==> config.mk <==
export PLATFORM = sky130hd
export DESIGN_NAME = bounded_array_list_engine_flat
export DESIGN_NICKNAME = d
export VERILOG_FILES = /design/src/sv/bal_pkg.sv /design/src/sv/bal_cmd_if.sv /design/src/sv/bal_res_if.sv /design/src/sv/bal_store.sv /design/src/sv/bal_ctrl.sv /design/src/sv/bounded_array_list_engine.sv /design/src/flat_wrapper.sv
export SDC_FILE = /design/constraint.sdc
export NUM_CORES = 2
export LEC_CHECK = 0
export CAP_MARGIN = 25
export CELL_PAD_IN_SITES_DETAIL_PLACEMENT = 1
export CELL_PAD_IN_SITES_GLOBAL_PLACEMENT = 1
export CORE_AREA = 2 2 456 458
export CTS_BUF_LIST = sky130_fd_sc_hd__clkbuf_16
export CTS_CLUSTER_SIZE = 20
export DETAILED_ROUTE_END_ITERATION = 10
export DIE_AREA = 0 0 458 460
export DONT_BUFFER_PORTS = 1
export PLACE_DENSITY_LB_ADDON = 0.1
export SYNTH_ARGS = -nofsm -noshare
export SYNTH_HDL_FRONTEND = slang
export SYNTH_SLANG_ARGS = --single-unit
export TNS_END_PERCENT = 100
==> constraint.sdc <==
create_clock -name clk_i -period 12.3 [get_ports clk_i]
set_input_delay 0.615 -clock clk_i [delete_from_list [all_inputs] [get_ports clk_i]]
set_output_delay 0.615 -clock clk_i [all_outputs]
set_load 0.01 [all_outputs]
==> src/sv/bal_pkg.sv <==
package bal_pkg;

  localparam int unsigned KIND_W   = 3;
  localparam int unsigned POS_W    = 6;
  localparam int unsigned WORD_W   = 32;
  localparam int unsigned NLEN_W   = 7;
  localparam int unsigned COUNT_W  = 7;

  // read_value for anything that is not a successful read
  localparam logic [WORD_W-1:0] NOT_READ = '1;

  typedef enum logic [KIND_W-1:0] {
    KIND_APPEND = 3'd0,
    KIND_DROP   = 3'd1,
    KIND_INSERT = 3'd2,
    KIND_ERASE  = 3'd3,
    KIND_SETLEN = 3'd4,
    KIND_READ   = 3'd5
  } kind_e;

endpackage

==> src/sv/bal_cmd_if.sv <==
interface bal_cmd_if import bal_pkg::*; ();
  logic                     valid;
  logic                     ready;
  logic [KIND_W-1:0]        kind;
  logic [POS_W-1:0]         position;
  logic signed [WORD_W-1:0] value;
  logic [NLEN_W-1:0]        new_length;

  modport source (output valid, kind, position, value, new_length, input ready);
  modport sink   (input valid, kind, position, value, new_length, output ready);
endinterface

==> src/sv/bal_res_if.sv <==
interface bal_res_if import bal_pkg::*; ();
  logic                     valid;
  logic                     ready;
  logic signed [WORD_W-1:0] read_value;
  logic                     read_valid;
  logic [COUNT_W-1:0]       count;
  logic                     is_empty;
  logic                     rejected;

  modport source (output valid, read_value, read_valid, count, is_empty, rejected,
                  input ready);
  modport sink   (input valid, read_value, read_valid, count, is_empty, rejected,
                  output ready);
endinterface

==> src/sv/bal_store.sv <==
module bal_store import bal_pkg::*; #(
  parameter int unsigned DEPTH = 64
) (
  input  logic                     clk_i,
  input  logic                     we_i,
  input  logic [$clog2(DEPTH)-1:0] waddr_i,
  input  logic [WORD_W-1:0]        wdata_i,
  input  logic                     re_i,
  input  logic [$clog2(DEPTH)-1:0] raddr_i,
  output logic [WORD_W-1:0]        rdata_o
);

  logic [WORD_W-1:0] mem [DEPTH];
  logic [WORD_W-1:0] rdata_q;

  always_ff @(posedge clk_i) begin
    if (we_i) begin
      mem[waddr_i] <= wdata_i;
    end
    if (re_i) begin
      rdata_q <= mem[raddr_i];
    end
  end

  assign rdata_o = rdata_q;

endmodule

==> src/sv/bal_ctrl.sv <==
module bal_ctrl import bal_pkg::*; #(
  parameter int unsigned DEPTH = 64
) (
  input  logic                     clk_i,
  input  logic                     rst_ni,
  bal_cmd_if.sink                  cmd_i,
  bal_res_if.source                res_o,
  output logic                     mem_we_o,
  output logic [$clog2(DEPTH)-1:0] mem_waddr_o,
  output logic [WORD_W-1:0]        mem_wdata_o,
  output logic                     mem_re_o,
  output logic [$clog2(DEPTH)-1:0] mem_raddr_o,
  input  logic [WORD_W-1:0]        mem_rdata_i
);

  localparam int unsigned AW = $clog2(DEPTH);
  localparam int unsigned CW = $clog2(DEPTH + 1);
  localparam int unsigned XW = (CW > COUNT_W) ? CW : COUNT_W;

  typedef enum logic [2:0] {
    ST_IDLE, ST_DECODE, ST_SHIFT, ST_TAIL, ST_PUT, ST_FILL, ST_READW, ST_FIN
  } state_e;

  state_e             state_q, state_d;
  logic [KIND_W-1:0]  kind_q, kind_d;
  logic [POS_W-1:0]   pos_q, pos_d;
  logic [WORD_W-1:0]  val_q, val_d;
  logic [NLEN_W-1:0]  nlen_q, nlen_d;
  logic [CW-1:0]      count_q, count_d;
  logic [AW-1:0]      idx_q, idx_d;
  logic [AW-1:0]      last_q, last_d;
  logic [AW-1:0]      wr_q, wr_d;
  logic               pend_q, pend_d;
  logic               up_q, up_d;
  logic [WORD_W-1:0]  rval_q, rval_d;
  logic               rvld_q, rvld_d;
  logic               rej_q, rej_d;
  logic               ovalid_q, ovalid_d;
  logic [WORD_W-1:0]  oval_q, oval_d;
  logic               orvld_q, orvld_d;
  logic [COUNT_W-1:0] ocount_q, ocount_d;
  logic               oempty_q, oempty_d;
  logic               orej_q, orej_d;

  logic [XW-1:0] pos_x, count_x, nlen_x, depth_x;
  logic          pos_lt, not_full;

  assign pos_x    = XW'(pos_q);
  assign count_x  = XW'(count_q);
  assign nlen_x   = XW'(nlen_q);
  assign depth_x  = XW'(DEPTH);
  assign pos_lt   = pos_x < count_x;
  assign not_full = count_x < depth_x;

  always_comb begin
    state_d  = state_q;
    kind_d   = kind_q;
    pos_d    = pos_q;
    val_d    = val_q;
    nlen_d   = nlen_q;
    count_d  = count_q;
    idx_d    = idx_q;
    last_d   = last_q;
    wr_d     = wr_q;
    pend_d   = pend_q;
    up_d     = up_q;
    rval_d   = rval_q;
    rvld_d   = rvld_q;
    rej_d    = rej_q;
    ovalid_d = ovalid_q;
    oval_d   = oval_q;
    orvld_d  = orvld_q;
    ocount_d = ocount_q;
    oempty_d = oempty_q;
    orej_d   = orej_q;

    mem_we_o    = 1'b0;
    mem_waddr_o = wr_q;
    mem_wdata_o = mem_rdata_i;
    mem_re_o    = 1'b0;
    mem_raddr_o = idx_q;

    if (ovalid_q && res_o.ready) begin
      ovalid_d = 1'b0;
    end

    unique case (state_q)
      ST_IDLE: begin
        if (cmd_i.valid) begin
          kind_d  = cmd_i.kind;
          pos_d   = cmd_i.position;
          val_d   = cmd_i.value;
          nlen_d  = cmd_i.new_length;
          rval_d  = NOT_READ;
          rvld_d  = 1'b0;
          rej_d   = 1'b0;
          state_d = ST_DECODE;
        end
      end
      ST_DECODE: begin
        state_d = ST_FIN;
        unique case (kind_q)
          KIND_APPEND: begin
            if (not_full) begin
              mem_we_o    = 1'b1;
              mem_waddr_o = count_q[AW-1:0];
              mem_wdata_o = val_q;
              count_d     = count_q + CW'(1);
            end else begin
              rej_d = 1'b1;
            end
          end
          KIND_DROP: begin
            if (count_q != '0) begin
              count_d = count_q - CW'(1);
            end
          end
          KIND_INSERT: begin
            // move entries up from the tail, then drop the word in
            if (pos_lt && not_full) begin
              idx_d   = count_q[AW-1:0] - AW'(1);
              last_d  = pos_x[AW-1:0];
              up_d    = 1'b0;
              pend_d  = 1'b0;
              state_d = ST_SHIFT;
            end
          end
          KIND_ERASE: begin
            if (pos_lt) begin
              if (pos_x + XW'(1) == count_x) begin
                count_d = count_q - CW'(1);
              end else begin
                idx_d   = pos_x[AW-1:0] + AW'(1);
                last_d  = count_q[AW-1:0] - AW'(1);
                up_d    = 1'b1;
                pend_d  = 1'b0;
                state_d = ST_SHIFT;
              end
            end
          end
          KIND_SETLEN: begin
            if (nlen_x > depth_x) begin
              rej_d = 1'b1;
            end else if (count_x < nlen_x) begin
              idx_d   = count_q[AW-1:0];
              last_d  = nlen_x[AW-1:0] - AW'(1);
              state_d = ST_FILL;
            end else begin
              count_d = nlen_x[CW-1:0];
            end
          end
          KIND_READ: begin
            if (pos_lt) begin
              mem_re_o    = 1'b1;
              mem_raddr_o = pos_x[AW-1:0];
              state_d     = ST_READW;
            end
          end
          default: ;
        endcase
      end
      ST_SHIFT: begin
        // read one entry, write back the one read last cycle
        mem_re_o    = 1'b1;
        mem_raddr_o = idx_q;
        if (pend_q) begin
          mem_we_o = 1'b1;
        end
        pend_d = 1'b1;
        wr_d   = up_q ? idx_q - AW'(1) : idx_q + AW'(1);
        if (idx_q == last_q) begin
          state_d = ST_TAIL;
        end else begin
          idx_d = up_q ? idx_q + AW'(1) : idx_q - AW'(1);
        end
      end
      ST_TAIL: begin
        mem_we_o = 1'b1;
        if (up_q) begin
          count_d = count_q - CW'(1);
          state_d = ST_FIN;
        end else begin
          state_d = ST_PUT;
        end
      end
      ST_PUT: begin
        mem_we_o    = 1'b1;
        mem_waddr_o = last_q;
        mem_wdata_o = val_q;
        count_d     = count_q + CW'(1);
        state_d     = ST_FIN;
      end
      ST_FILL: begin
        mem_we_o    = 1'b1;
        mem_waddr_o = idx_q;
        mem_wdata_o = '0;
        if (idx_q == last_q) begin
          count_d = nlen_x[CW-1:0];
          state_d = ST_FIN;
        end else begin
          idx_d = idx_q + AW'(1);
        end
      end
      ST_READW: begin
        rval_d  = mem_rdata_i;
        rvld_d  = 1'b1;
        state_d = ST_FIN;
      end
      ST_FIN: begin
        if (!ovalid_q || res_o.ready) begin
          ovalid_d = 1'b1;
          oval_d   = rval_q;
          orvld_d  = rvld_q;
          ocount_d = count_x[COUNT_W-1:0];
          oempty_d = (count_q == '0);
          orej_d   = rej_q;
          state_d  = ST_IDLE;
        end
      end
      default: state_d = ST_IDLE;
    endcase
  end

  always_ff @(posedge clk_i or negedge rst_ni) begin
    if (!rst_ni) begin
      state_q  <= ST_IDLE;
      kind_q   <= '0;
      pos_q    <= '0;
      val_q    <= '0;
      nlen_q   <= '0;
      count_q  <= '0;
      idx_q    <= '0;
      last_q   <= '0;
      wr_q     <= '0;
      pend_q   <= 1'b0;
      up_q     <= 1'b0;
      rval_q   <= '0;
      rvld_q   <= 1'b0;
      rej_q    <= 1'b0;
      ovalid_q <= 1'b0;
      oval_q   <= '0;
      orvld_q  <= 1'b0;
      ocount_q <= '0;
      oempty_q <= 1'b0;
      orej_q   <= 1'b0;
    end else begin
      state_q  <= state_d;
      kind_q   <= kind_d;
      pos_q    <= pos_d;
      val_q    <= val_d;
      nlen_q   <= nlen_d;
      count_q  <= count_d;
      idx_q    <= idx_d;
      last_q   <= last_d;
      wr_q     <= wr_d;
      pend_q   <= pend_d;
      up_q     <= up_d;
      rval_q   <= rval_d;
      rvld_q   <= rvld_d;
      rej_q    <= rej_d;
      ovalid_q <= ovalid_d;
      oval_q   <= oval_d;
      orvld_q  <= orvld_d;
      ocount_q <= ocount_d;
      oempty_q <= oempty_d;
      orej_q   <= orej_d;
    end
  end

  assign cmd_i.ready      = (state_q == ST_IDLE);
  assign res_o.valid      = ovalid_q;
  assign res_o.read_value = oval_q;
  assign res_o.read_valid = orvld_q;
  assign res_o.count      = ocount_q;
  assign res_o.is_empty   = oempty_q;
  assign res_o.rejected   = orej_q;

endmodule

==> src/sv/bounded_array_list_engine.sv <==
// Channel | Dir | Word
// --------+-----+-----------------------------------------------------------
// cmd_i   | in  | kind, position, value, new_length
// res_o   | out | read_value, read_valid, count, is_empty, rejected
//
// One word in, one word out, one command at a time. Append, drop, set length
// without fill and out-of-range commands go from decode straight to the result
// register; a read first waits in ST_READW for the registered store read. Insert
// and erase move one entry per cycle through the store's read and write ports.
// Set length zero-fills one entry per cycle.
// Reset empties the list (count to zero); store contents are left as they are.
// A result waiting on res_o does not hold off the next command: it is worked on
// and only waits at the end for the output register to free up.
module bounded_array_list_engine import bal_pkg::*; #(
  parameter int unsigned DEPTH = 64
) (
  input  logic      clk_i,
  input  logic      rst_ni,
  bal_cmd_if.sink   cmd_i,
  bal_res_if.source res_o
);

  localparam int unsigned AW = $clog2(DEPTH);

  // store port, driven by the sequencer
  logic              mem_we;
  logic [AW-1:0]     mem_waddr;
  logic [WORD_W-1:0] mem_wdata;
  logic              mem_re;
  logic [AW-1:0]     mem_raddr;
  logic [WORD_W-1:0] mem_rdata;

  // sequencer: decode, shift/fill walks, count and result register
  bal_ctrl #(
    .DEPTH (DEPTH)
  ) u_ctrl (
    .clk_i       (clk_i),
    .rst_ni      (rst_ni),
    .cmd_i       (cmd_i),
    .res_o       (res_o),
    .mem_we_o    (mem_we),
    .mem_waddr_o (mem_waddr),
    .mem_wdata_o (mem_wdata),
    .mem_re_o    (mem_re),
    .mem_raddr_o (mem_raddr),
    .mem_rdata_i (mem_rdata)
  );

  // entry store: one write, one registered read per cycle
  bal_store #(
    .DEPTH (DEPTH)
  ) u_store (
    .clk_i   (clk_i),
    .we_i    (mem_we),
    .waddr_i (mem_waddr),
    .wdata_i (mem_wdata),
    .re_i    (mem_re),
    .raddr_i (mem_raddr),
    .rdata_o (mem_rdata)
  );

endmodule

==> src/flat_wrapper.sv <==
// flat-port wrapper written by rule: the top's interface ports become plain ports
module bounded_array_list_engine_flat import bal_pkg::*;
#(
  parameter int unsigned DEPTH = 64
)
  (clk_i, rst_ni, cmd_i_valid, cmd_i_kind, cmd_i_position, cmd_i_value, cmd_i_new_length, cmd_i_ready, res_o_valid, res_o_read_value, res_o_read_valid, res_o_count, res_o_is_empty, res_o_rejected, res_o_ready);
  bal_cmd_if cmd_i_i ();
  bal_res_if res_o_i ();
  input  logic clk_i;
  input  logic rst_ni;
  input wire logic [$bits(cmd_i_i.valid)-1:0] cmd_i_valid;
  input wire logic [$bits(cmd_i_i.kind)-1:0] cmd_i_kind;
  input wire logic [$bits(cmd_i_i.position)-1:0] cmd_i_position;
  input wire logic [$bits(cmd_i_i.value)-1:0] cmd_i_value;
  input wire logic [$bits(cmd_i_i.new_length)-1:0] cmd_i_new_length;
  output wire logic [$bits(cmd_i_i.ready)-1:0] cmd_i_ready;
  output wire logic [$bits(res_o_i.valid)-1:0] res_o_valid;
  output wire logic [$bits(res_o_i.read_value)-1:0] res_o_read_value;
  output wire logic [$bits(res_o_i.read_valid)-1:0] res_o_read_valid;
  output wire logic [$bits(res_o_i.count)-1:0] res_o_count;
  output wire logic [$bits(res_o_i.is_empty)-1:0] res_o_is_empty;
  output wire logic [$bits(res_o_i.rejected)-1:0] res_o_rejected;
  input wire logic [$bits(res_o_i.ready)-1:0] res_o_ready;
  assign cmd_i_i.valid = cmd_i_valid;
  assign cmd_i_i.kind = cmd_i_kind;
  assign cmd_i_i.position = cmd_i_position;
  assign cmd_i_i.value = cmd_i_value;
  assign cmd_i_i.new_length = cmd_i_new_length;
  assign cmd_i_ready = cmd_i_i.ready;
  assign res_o_valid = res_o_i.valid;
  assign res_o_read_value = res_o_i.read_value;
  assign res_o_read_valid = res_o_i.read_valid;
  assign res_o_count = res_o_i.count;
  assign res_o_is_empty = res_o_i.is_empty;
  assign res_o_rejected = res_o_i.rejected;
  assign res_o_i.ready = res_o_ready;
  bounded_array_list_engine #(.DEPTH(DEPTH)) u_core (.clk_i(clk_i), .rst_ni(rst_ni), .cmd_i(cmd_i_i), .res_o(res_o_i));
endmodule
# Word-level counts from Yosys, hierarchy flattened
# Memories as Yosys holds them, arrays and structs flattened. A register that Yosys moved wholly into a read port is not among the register bits.
# Cells that the tools add are included.
[classes]
addsub = 8
div = 0
n_shift = 0
magnitude_cmp = 4
n_mux = 77
eq_ne = 41
reduce_logical = 27
mul = 0
n_bitwise = 0
[ops]
columns = ["operator", "n"]
rows = [
  ["6-bit two-way mux", 19],
  ["32-bit two-way mux", 3],
  ["32-bit case mux with 3 select lines", 1],
  ["6-bit case mux with 3 select lines", 4],
  ["32-bit case mux with 2 select lines", 1],
  ["7-bit two-way mux", 8],
  ["7-bit case mux with 4 select lines", 2],
  ["3-bit inequality test (second input constant)", 11],
  ["2-bit inequality test (second input constant)", 12],
  ["3-bit two-way mux", 7],
  ["3-bit case mux with 7 select lines", 1],
  ["1-bit two-way mux", 19],
  ["3-bit equality test (second input constant)", 6],
  ["6-bit by 1-bit subtractor with 6-bit output (second input constant)", 3],
  ["5-bit AND reduction", 3],
  ["1-bit case mux with 2 select lines", 7],
  ["6-bit by 1-bit adder with 6-bit output (second input constant)", 2],
  ["3-bit by 2-bit equality test with 1-bit output (second input constant)", 4],
  ["3-bit case mux with 4 select lines", 1],
  ["10-bit AND reduction", 1],
  ["9-bit AND reduction", 1],
  ["2-bit nonzero test", 4],
  ["6-bit by 1-bit adder with 7-bit output (second input constant)", 1],
  ["7-bit by 1-bit adder with 7-bit output (second input constant)", 1],
  ["other kinds (26)", 35],
]
[word_totals]
elab_cells = 178
mem_bits_ro = 0
ramBits = 2048
inputBits = 52
mem_count = 1
regBits = 155
out_inout_bits = 44
latch_bits = 0
[memory_table]
columns = ["memory", "depth", "width", "rd", "rd_ports_with_merged_regs", "write_ports", "line_no", "source"]
rows = [
  ["u_core.u_store.mem", 64, 32, 1, 1, 1, "bal_store.sv:13", "logic [WORD_W-1:0] mem [DEPTH];"],
]

# Longest topological paths before layout
[depth]
depth_word = 6
depth_mapped = 17
depth_no_buf = 11

# By module
# A second synthesis with hierarchy kept.
[hier_totals]
cells_unflattened = 4339
hier_area_um2 = 87766.7
[by_module_without_submodules]
columns = ["module", "instances", "seq_area_each_um2", "area_per_inst_um2", "cells_each"]
rows = [
  ["bal_store", 1, 62459.9, 79359.9, 3511],
  ["bal_ctrl", 1, 3878.7, 8406.8, 828],
]

# Worst setup path before layout
# OpenSTA, ideal clock, no wires.
[synth_timing]
kind = "reg2reg"
start = "register u_core.u_ctrl.kind_q[1]"
end = "memory u_core.u_store.mem[11][0], enable pin"
setup_time_ns = 0.421
n_path_buf = 2
path_slack_ns = 8.041
synth_period_minus_slack_ns = 4.259
arrival_time_ns = 3.838
stages_incl_launch_ff = 10
required_ns = 11.879
cell_sequence = "dfrtp_1 or2_2 nor3_1 and2_1 buf_2 nor2_1 clkbuf_1 a221oi_1 nand4_1 nor2_1"
[synth_between]
elab_chain_len = 5
elab_cells_between_ends = 7
classes_between = "mux (6); reduce/logical (1)"
[synth_rtl]
columns = ["item", "line_no", "source"]
rows = [
  ["from (decl)", "bal_ctrl.sv:25", "logic [KIND_W-1:0] kind_q, kind_d;"],
  ["from (signal assigned)", "bal_ctrl.sv:248", "kind_q <= kind_d;"],
  ["3-bit logical NOT (*)", "bal_ctrl.sv:102", "unique case (kind_q)"],
  ["1-bit two-way mux", "bal_ctrl.sv:102", ""],
  ["1-bit case mux with 3 select lines", "bal_ctrl.sv:87", "unique case (state_q)"],
  ["1-bit two-way mux", "bal_store.sv:17", "if (we_i) begin"],
  ["1-bit two-way mux (not written as such)", "bal_store.sv:18", "mem[waddr_i] <= wdata_i;"],
  ["to (decl)", "bal_store.sv:13", ""],
]
# Every way passes the cells marked *; elsewhere a longest branch is shown, timed or not.

# Final worst setup path
[layout_timing]
start = "register u_core.u_ctrl.count_q[2]"
end = "register u_core.u_store.rdata_q[7] (netlist: u_core.u_store.rdata_o[7]) (read register of u_core.u_store.mem) (data pin)"
[layout_between]
elab_chain_len = 4
elab_cells_between_ends = 7
classes_between = "order compare (1); mux (6)"
[layout_rtl]
columns = ["item", "line_no", "source"]
rows = [
  ["from (decl)", "bal_ctrl.sv:29", "logic [CW-1:0] count_q, count_d;"],
  ["from (signal assigned)", "bal_ctrl.sv:252", "count_q <= count_d;"],
  ["6-bit by 7-bit less-than comparator with 1-bit output (*)", "bal_ctrl.sv:52", "assign pos_lt = pos_x < count_x;"],
  ["1-bit two-way mux / 6-bit two-way mux (equally long branches)", "bal_ctrl.sv:153", "if (pos_lt) begin"],
  ["1-bit two-way mux / 6-bit two-way mux (equally long branches)", "bal_ctrl.sv:102", ""],
  ["1-bit case mux with 2 select lines / 6-bit two-way mux (equally long branches)", "bal_ctrl.sv:87", ""],
  ["to (decl)", "bal_store.sv:14", "logic [WORD_W-1:0] rdata_q;"],
]
# Marked as above.
# A chain may end at the register's enable or synchronous reset.

==> metrics.cfg <==
[logic_synthesis]
synthSimpleGateAreaFrac_pct=8.05
synth_xor_area_share_pct=0.405
synthMuxAreaShare_pct=6.86
syn_area_per_cell_um2=14.7
synth_adder_area_share_pct=0.264
synth_top_family_by_area=compound AO/OA/AOI/OAI gates
syn_area_mm2=0.0899
synth_warnings=0
netlist.area_leader.share_pct=69.5
synth_cells=6107
synth_edf_count=2080
yosysSeqAreaShare_pct=73.8
synth-compound-area-share_pct=8.37
ys.flop_type=edfxtp_1
synth-seq-cells=2235
async_reset_ff_share_pct=6.94
syn_nets=6178
yosysTopAreaCell=edfxtp_1
synth_cell_types=85
yosys-top-cells-area=edfxtp_1 69%, mux2i_1 6.2%, dfrtp_1 4.3%, nand2_1 4.2%, a21oi_1 2.1%

[cts]
numCtsBuffers=233
cts.sinks=2235
htreeDepth=4
clkTransAtPathRegs_ns=0.06
root_buffer=clkbuf_16
cts_buffer_depth=3
post_cts_buffers=0
cts_tree=built
clk_latency_ns=0.89

[floorplanning]
ios=96
num_rows=167
start_util_pct=43.6
core_area_mm2=0.206
die_height_um=460
dieArea_mm2=0.211
die_w_um=458

[place]
hpwl_um=179000
gp_congestion=0.872
port-buffer-count=0

[worst_setup_path]
crit_type=reg2reg
worstPathCellList=inv_1, ha_1, a21oi_1, a21o_1, nand2_2, mux2_8, buf_4, buf_4, o221ai_1, o221ai_1, and3_1, nand4_1
crit_path_top_delay_cell=o221ai_1
end_kind=flip-flop
arrival_ns=7.34
crit_path_max_incr_delay_ns=1.01
critPathLaunch=u_core.u_ctrl.count_q[2]
critical-path-top-delay-family=compound AO/OA/AOI/OAI gates
reg2reg_depth=12
startpoint_type=flip-flop
rr_startpoint=u_core.u_ctrl.count_q[2]
cp_max_fo=44
crit_required_ns=12.86
path_buf_inv=3
rrSetupSlack_ns=5.52
r2r-end=u_core.u_store.rdata_o[7]

[final_layout]
nFillCells=19800
final_cell_mix=2080 x edfxtp_1, 1012 x nand2_1, 553 x mux2i_1, 385 x a21oi_1, 237 x clkbuf_16
drive_gt1_share_pct=11.7
areaGrowthSynthToFinish_pct=13.0
regArea_mm2=0.0663
nNetsFinal=6274
layout_commonest_cell=edfxtp_1
multiInputGateArea_mm2=0.0223

[sta]
final.min_clock_period_ns=6.78
slew_violations=0
fin_setup_tns_ns=0
slew_headroom_pct=15.2
post-route-period-util_pct=55.1
fmax_mhz=147
setup_violations=0
worst_pin_slew_ns=1.26
hold_viol=0
finClkSkew_ns=0.0383
rsz0062_at_grt=no

[detailed_routing]
viasPerCell=6.22
dr_total_vias=56700
wl_met1_um=134000
routedWlPerCell_um=35.0
route.antenna.remaining_nets=0
drc=0
routed-wl-met2_um=149000
drt_iter0_drc=7059
firstDrtPassIters=6
top_layer=met5
dr_wl_met3_um=27400
drt-total-wl_um=319000

[pwr]
p_per_area_mw_per_mm2=266
p_int_uw=16400
pwr-share-comb_pct=35.3
ir_drop_mv=0.244
power.switching_uw=10600
pwr-share-seq_pct=39.6
p_sw_share_pct=39.2
finalPower_uw=27100
leakage_uw=0.0344
pwr-share-clk_pct=25.1

[global_routing]
grt_pass1_wl_um=445000
grt_max_degree=156
antenna_found_initial=37
grt_usage_pct=29.9
grt_pass1_vias=56500
grt-ovfl-total=0

[status]
outcome=completed

[worst_hold_path]
hold_path_end=u_core.u_ctrl.state_q[0]
worstHoldPathType=in2reg
holdPathStages=4
min_from=cmd_i_valid

[flow_run]
drv_cap=0

[cell usage after synthesis (10+ instances only)]
cell type,number
a21oi_1,385
nor2b_1,10
nor2_1,204
a211oi_1,57
o311ai_0,16
o221ai_1,121
edfxtp_1,2080
o41ai_1,13
nand3_1,162
a221oi_1,17
o21ai_1,11
o221a_2,37
or3_1,15
xor2_1,12
dfrtp_1,155
clkbuf_1,122
or4_1,11
buf_4,54
and3_1,90
a32oi_1,27
xnor2_1,27
inv_1,23
mux2i_1,554
mux2_2,52
buf_1,37
a2111oi_0,10
nand4_1,37
nand2_1,1017
nor4_1,53
a22oi_1,24
buf_6,10
a22o_1,33
o22ai_1,95
ha_1,19
nor3_1,25
buf_2,168
o21ai_0,120
a31oi_1,53
a21o_1,25
[sequential cells by signal, indices dropped and copies added, names as in the netlist]
name                            cells
u_core.u_ctrl.wr_q                  6
u_core.u_ctrl.rej_q                 1
u_core.u_ctrl.kind_q                3
u_core.u_ctrl.pend_q                1
u_core.u_ctrl.val_q                32
u_core.u_ctrl.res_o.read_value     32
u_core.u_ctrl.res_o.rejected        1
u_core.u_ctrl.state_q               3
u_core.u_store.rdata_o             32
u_core.u_ctrl.pos_q                 6
u_core.u_store.mem               2048
u_core.u_ctrl.idx_q                 6
u_core.u_ctrl.rvld_q                1
u_core.u_ctrl.rval_q               32
u_core.u_ctrl.count_q               7
u_core.u_ctrl.res_o.count           7
u_core.u_ctrl.res_o.read_valid      1
u_core.u_ctrl.res_o.is_empty        1
u_core.u_ctrl.res_o.valid           1
u_core.u_ctrl.nlen_q                7
u_core.u_ctrl.last_q                6
u_core.u_ctrl.up_q                  1
[through the flow]
step           util [%]  instances  setup WS (ns)  cell area, um^2  hold WS [ns]
5_1_grt            49.3       9107           5.46           102000        0.0910
2_1_floorplan         -       6107           8.04            89900         0.319
3_5_place_dp       45.5       8618           5.62            93700         0.323
6_report           49.3       9118           5.52           102000        0.0962
3_3_place_gp       45.5       8609           5.40            93700         0.323
4_1_cts            49.3       9102           5.66           102000        0.0351
[worst min-delay path, delay by kind of cell]
kind | cells | cell delay [ns]
and+or+nand+nor | 3 | 0.18
AOI/OAI and AO/OA | 1 | 0.12
[power groups by stage]
stage | sequential, uW | clock [uW] | combinational (uW)
global placement | 10800 | 0 | 9210
detailed placement | 10900 | 0 | 9380
CTS | 10700 | 6860 | 9440
global route | 10800 | 7150 | 10000
floorplan | 10600 | 0 | 5280
finish | 10700 | 6780 | 9540
[worst max-delay path by stage]
stage,to,slack (ns),depth (start not counted)
after floorplan,u_core.u_store.mem[11][0],8.04,9
final,u_core.u_store.rdata_o[7],5.52,12
after detailed placement,u_core.u_store.rdata_o[7],5.62,12
after global placement,u_core.u_store.rdata_o[22],5.40,12
after global routing,u_core.u_store.rdata_o[7],5.46,12
after CTS,u_core.u_store.rdata_o[7],5.66,12
[logic make-up after synthesis]
logic type | after synthesis
xor+xnor | 40
mux | 608
buf+inv | 414
simple gates | 1668
compound gates | 1123
flops | 2235
fa+ha+maj | 19
[per-layer routing]
layer,up-vias,GRT usage (%)
met5,-,0
met4,10,8.78
met3,452,5.63
met2,2574,47.8
met1,30000,41.6
li1,23700,-
[final cells by class]
class                   instances  share of cell area, %
diodes                         13                 0.0320
clock buffers                 237                   5.84
clock inverters               196                   1.32
inverters                      23                 0.0850
multi-input cells            3458                   22.0
flip-flops and latches       2235                   65.3
well taps                    2704                   3.33
repair buffers                252                   2.09
[what timing repair did]
| item | in CTS | in global routing |
|---|---|---|
| hold buffers | 51 | 0 |
| hold endpoints to repair | 204 | 0 |
| resized for setup | 0 | 0 |
(Power assumes the default switching activity.)
